[src/fsa_ram.sv]
module fsa_ram #(
    parameter int WIDTH = 8,
    parameter int DEPTH = 16
) (
    input  logic                     i_clk,
    input  logic                     i_we,
    input  logic [$clog2(DEPTH)-1:0] i_waddr,
    input  logic [WIDTH-1:0]         i_wdata,
    input  logic [$clog2(DEPTH)-1:0] i_raddr,
    output logic [WIDTH-1:0]         o_rdata
);
    logic [WIDTH-1:0] r_mem [DEPTH];

    always_ff @(posedge i_clk) begin
        if (i_we) begin
            r_mem[i_waddr] <= i_wdata;
        end
        o_rdata <= r_mem[i_raddr];
    end
endmodule
[config.mk]
export PLATFORM = sky130hd
export DESIGN_NAME = fsa_ram
export DESIGN_NICKNAME = d
export VERILOG_FILES = /design/src/fsa_ram.sv
export SDC_FILE = /design/constraint.sdc
export NUM_CORES = 1
export LEC_CHECK = 0
export BUFFER_PORTS_ARGS = -buffer_cell sky130_fd_sc_hd__buf_4
export CAP_MARGIN = 20
export CORE_UTILIZATION = 60
export DETAILED_ROUTE_END_ITERATION = 7
export PLACE_DENSITY = 0.78
export SYNTH_ARGS = -nofsm -noshare
export SYNTH_HDL_FRONTEND = slang
export SYNTH_SLANG_ARGS = --single-unit
[constraint.sdc]
create_clock -name i_clk -period 2.1 [get_ports i_clk]
set_clock_uncertainty 0.1 [all_clocks]
set_input_delay 0.21 -clock i_clk [delete_from_list [all_inputs] [get_ports i_clk]]
set_output_delay 0.21 -clock i_clk [all_outputs]
set_load 0.01 [all_outputs]
==> flow_summary.toml <==
[global_routing]
grt_use_total = 0.240
grt-ovfl-total = 0
antenna_found_initial = 0
grt_start_max_net_pins = 33
grt_pass1_vias = 2575
grt_pass1_wl_um = 14400

[clock_tree]
post_cts_resized = 0
cts_root_buffer = "clkbuf_8"
htreeDepth = 4
cts_buffers = 17
max-clock-path-buffers = 2
clk_pin_slew_ns = 0.06
cts_sinks = 136
cts_tree = "yes"
clk_latency_ns = 0.52

[layout]
area_growth_pct = 21.4
antenna_cells = 0
drive_gt1_frac = 0.322
layout.nets = 312
finalNonFillerCells = 412
finalInstanceArea_um2 = 6250
utilization = 0.757

[detailed_routing]
ant_nets = 0
post_drt_wl_per_cell_um = 23.6
remaining_drc_errors = 0
dr_total_vias = 2509
finalWirelength_um = 9740
via_per_inst = 6.09
firstDrtPassIters = 5
drt_iter0_drc = 191

[sta]
period_needed_ns = 1.51
tightest_slew_ns = 0.460
finalSetupTns_ns = 0
rsz0062_at_grt = "false"
setup-violations-final = 0
finalWorstSetupSlack_ns = 0.593
final_max_slew_viol_count = 0
final.period_utilization = 0.718
hold_violations = 0
max_freq_mhz = 663
maxSlewHeadroom = 0.694
worst_hold_slack_ns = 0.0929

[pwr]
power.total_mw = 6.31
irDropWorstVdd_v = 0.000483
power_leakage_nw = 2.16
cellPowerDensity_nw_per_um2 = 1010

[hold_path]
hold_path_class = "primary input to flop"
hold_path.startpoint = "i_raddr[2]"
min_to = "o_rdata[2]"
min_path_cells = 4

[critical_path]
worstSetupPathType = "flop to flop"
worstReg2RegStart = "r_mem[2][2]"
startpoint_type = "flop"
ff2ff_path_depth = 3
r2r_slack_ns = 0.59
arrival_ns = 1.81
worst_ep_required_time_ns = 2.40
r2r-end = "o_rdata[2]"
cp_max_fo = 1
end_kind = "flop"

[synth]
yosys_warnings = 0
synthCells = 229
ys_ff_latch = 136
netlist_area_um2 = 5150
synth_cell_types = 19
ys_seq_area_frac = 0.778
synthesis.nets = 247
syn_area_per_cell_um2 = 22.5

[die]
die_y_um = 94.6
rows = 33
dieWidth_um = 94.6
coreArea_um2 = 8260
ios = 26
start_util = 0.623
dieArea_um2 = 8950

[place]
dpl_worst_slack_ns = 0.236
hpwl_um = 5890
gp_congestion = 0.792
placed_cells = 372
dpl_cell_area_um2 = 5570
io_buffer_count = 25

[flow_run]
max_cap_viol_count = 0

[outcome]
outcome = "completed"
[cell families after synthesis]
logic type | after synthesis | synth area share
AND/OR/NAND/NOR | 35 | 0.0318
buffers and inverters | 10 | 0.0168
flip-flops | 136 | 0.778
multiplexers | 32 | 0.150
AO/OA/AOI/OAI | 16 | 0.0233
[layout make-up]
cell class              instances  area, um2
clock buffers                  18        428
clock inverters                14        175
fillers                       472       2010
multi-input cells              83       1060
flip-flops and latches        136       4000
well taps                     105        131
repair buffers                 56        453
[critical path: stages, from the launching register on]
cell and delay (ns):
edfxtp_1 0.40, mux4_1 0.51, a22oi_1 0.30, nand2_1 0.08
[sequential cells by signal, indices dropped and copies added, names as in the netlist]
register,cells
r_mem,128
o_rdata,8
[layer usage]
layer | vias to the layer above | GRT usage | part of all wire
met3 | 13 | 0.0765 | 0.072
met5 | - | 0 | 0
li1 | 1110 | - | -
met1 | 1282 | 0.316 | 0.40
met4 | 0 | 0.0909 | 0.013
met2 | 104 | 0.380 | 0.51
[report_power, final]
part           switching (mW)  internal, mW
Clock                    1.10          1.85
Sequential             0.0177          3.03
Combinational           0.165         0.151
[how the worst max path moves through the flow]
stage	startpoint	depth (start not counted)	slack [ns]	end
final	r_mem[2][2]	3	0.59	o_rdata[2]
after global placement	i_raddr[0]	5	0.26	o_rdata[1]
after floorplan	i_waddr[2]	2	0.30	r_mem[0][0]
after global routing	r_mem[2][2]	3	0.53	o_rdata[2]
after CTS	r_mem[2][2]	3	0.61	o_rdata[2]
after detailed placement	i_raddr[0]	5	0.24	o_rdata[2]
[what timing repair did]
action	4_1_cts	5_1_grt
hold buffers	8	0
endpoints found under the hold margin	128	0
setup buffers	0	0
[cell usage in the layout (no fill, tap or decap), types with 5 or more instances in the layout]
cell / instances
a22oi_1: 16
buf_4: 47
clkbuf_16: 16
clkinv_4: 5
dfxtp_1: 8
dlygate4sd3_1: 8
edfxtp_1: 128
mux4_1: 14
mux4_2: 18
nand2_1: 9
nor2_1: 13
[cell usage after synthesis]
cell type,count,area [um2]
a22oi_1,16,120
and2_1,1,6.26
and2b_1,1,7.51
buf_2,3,15.0
buf_4,1,7.51
buf_6,3,33.8
clkdlybuf4s25_2,3,30.0
dfxtp_1,8,160
edfxtp_1,128,3840
mux4_1,14,368
mux4_2,18,405
nand2_1,9,33.8
nand2b_1,2,12.5
nand3_1,1,5.00
nand3b_1,2,15.0
nor2_1,13,48.8
nor2b_1,1,6.26
nor3_1,4,20.0
or3b_2,1,8.76
No activity file was read; power rests on OpenSTA's default activity.
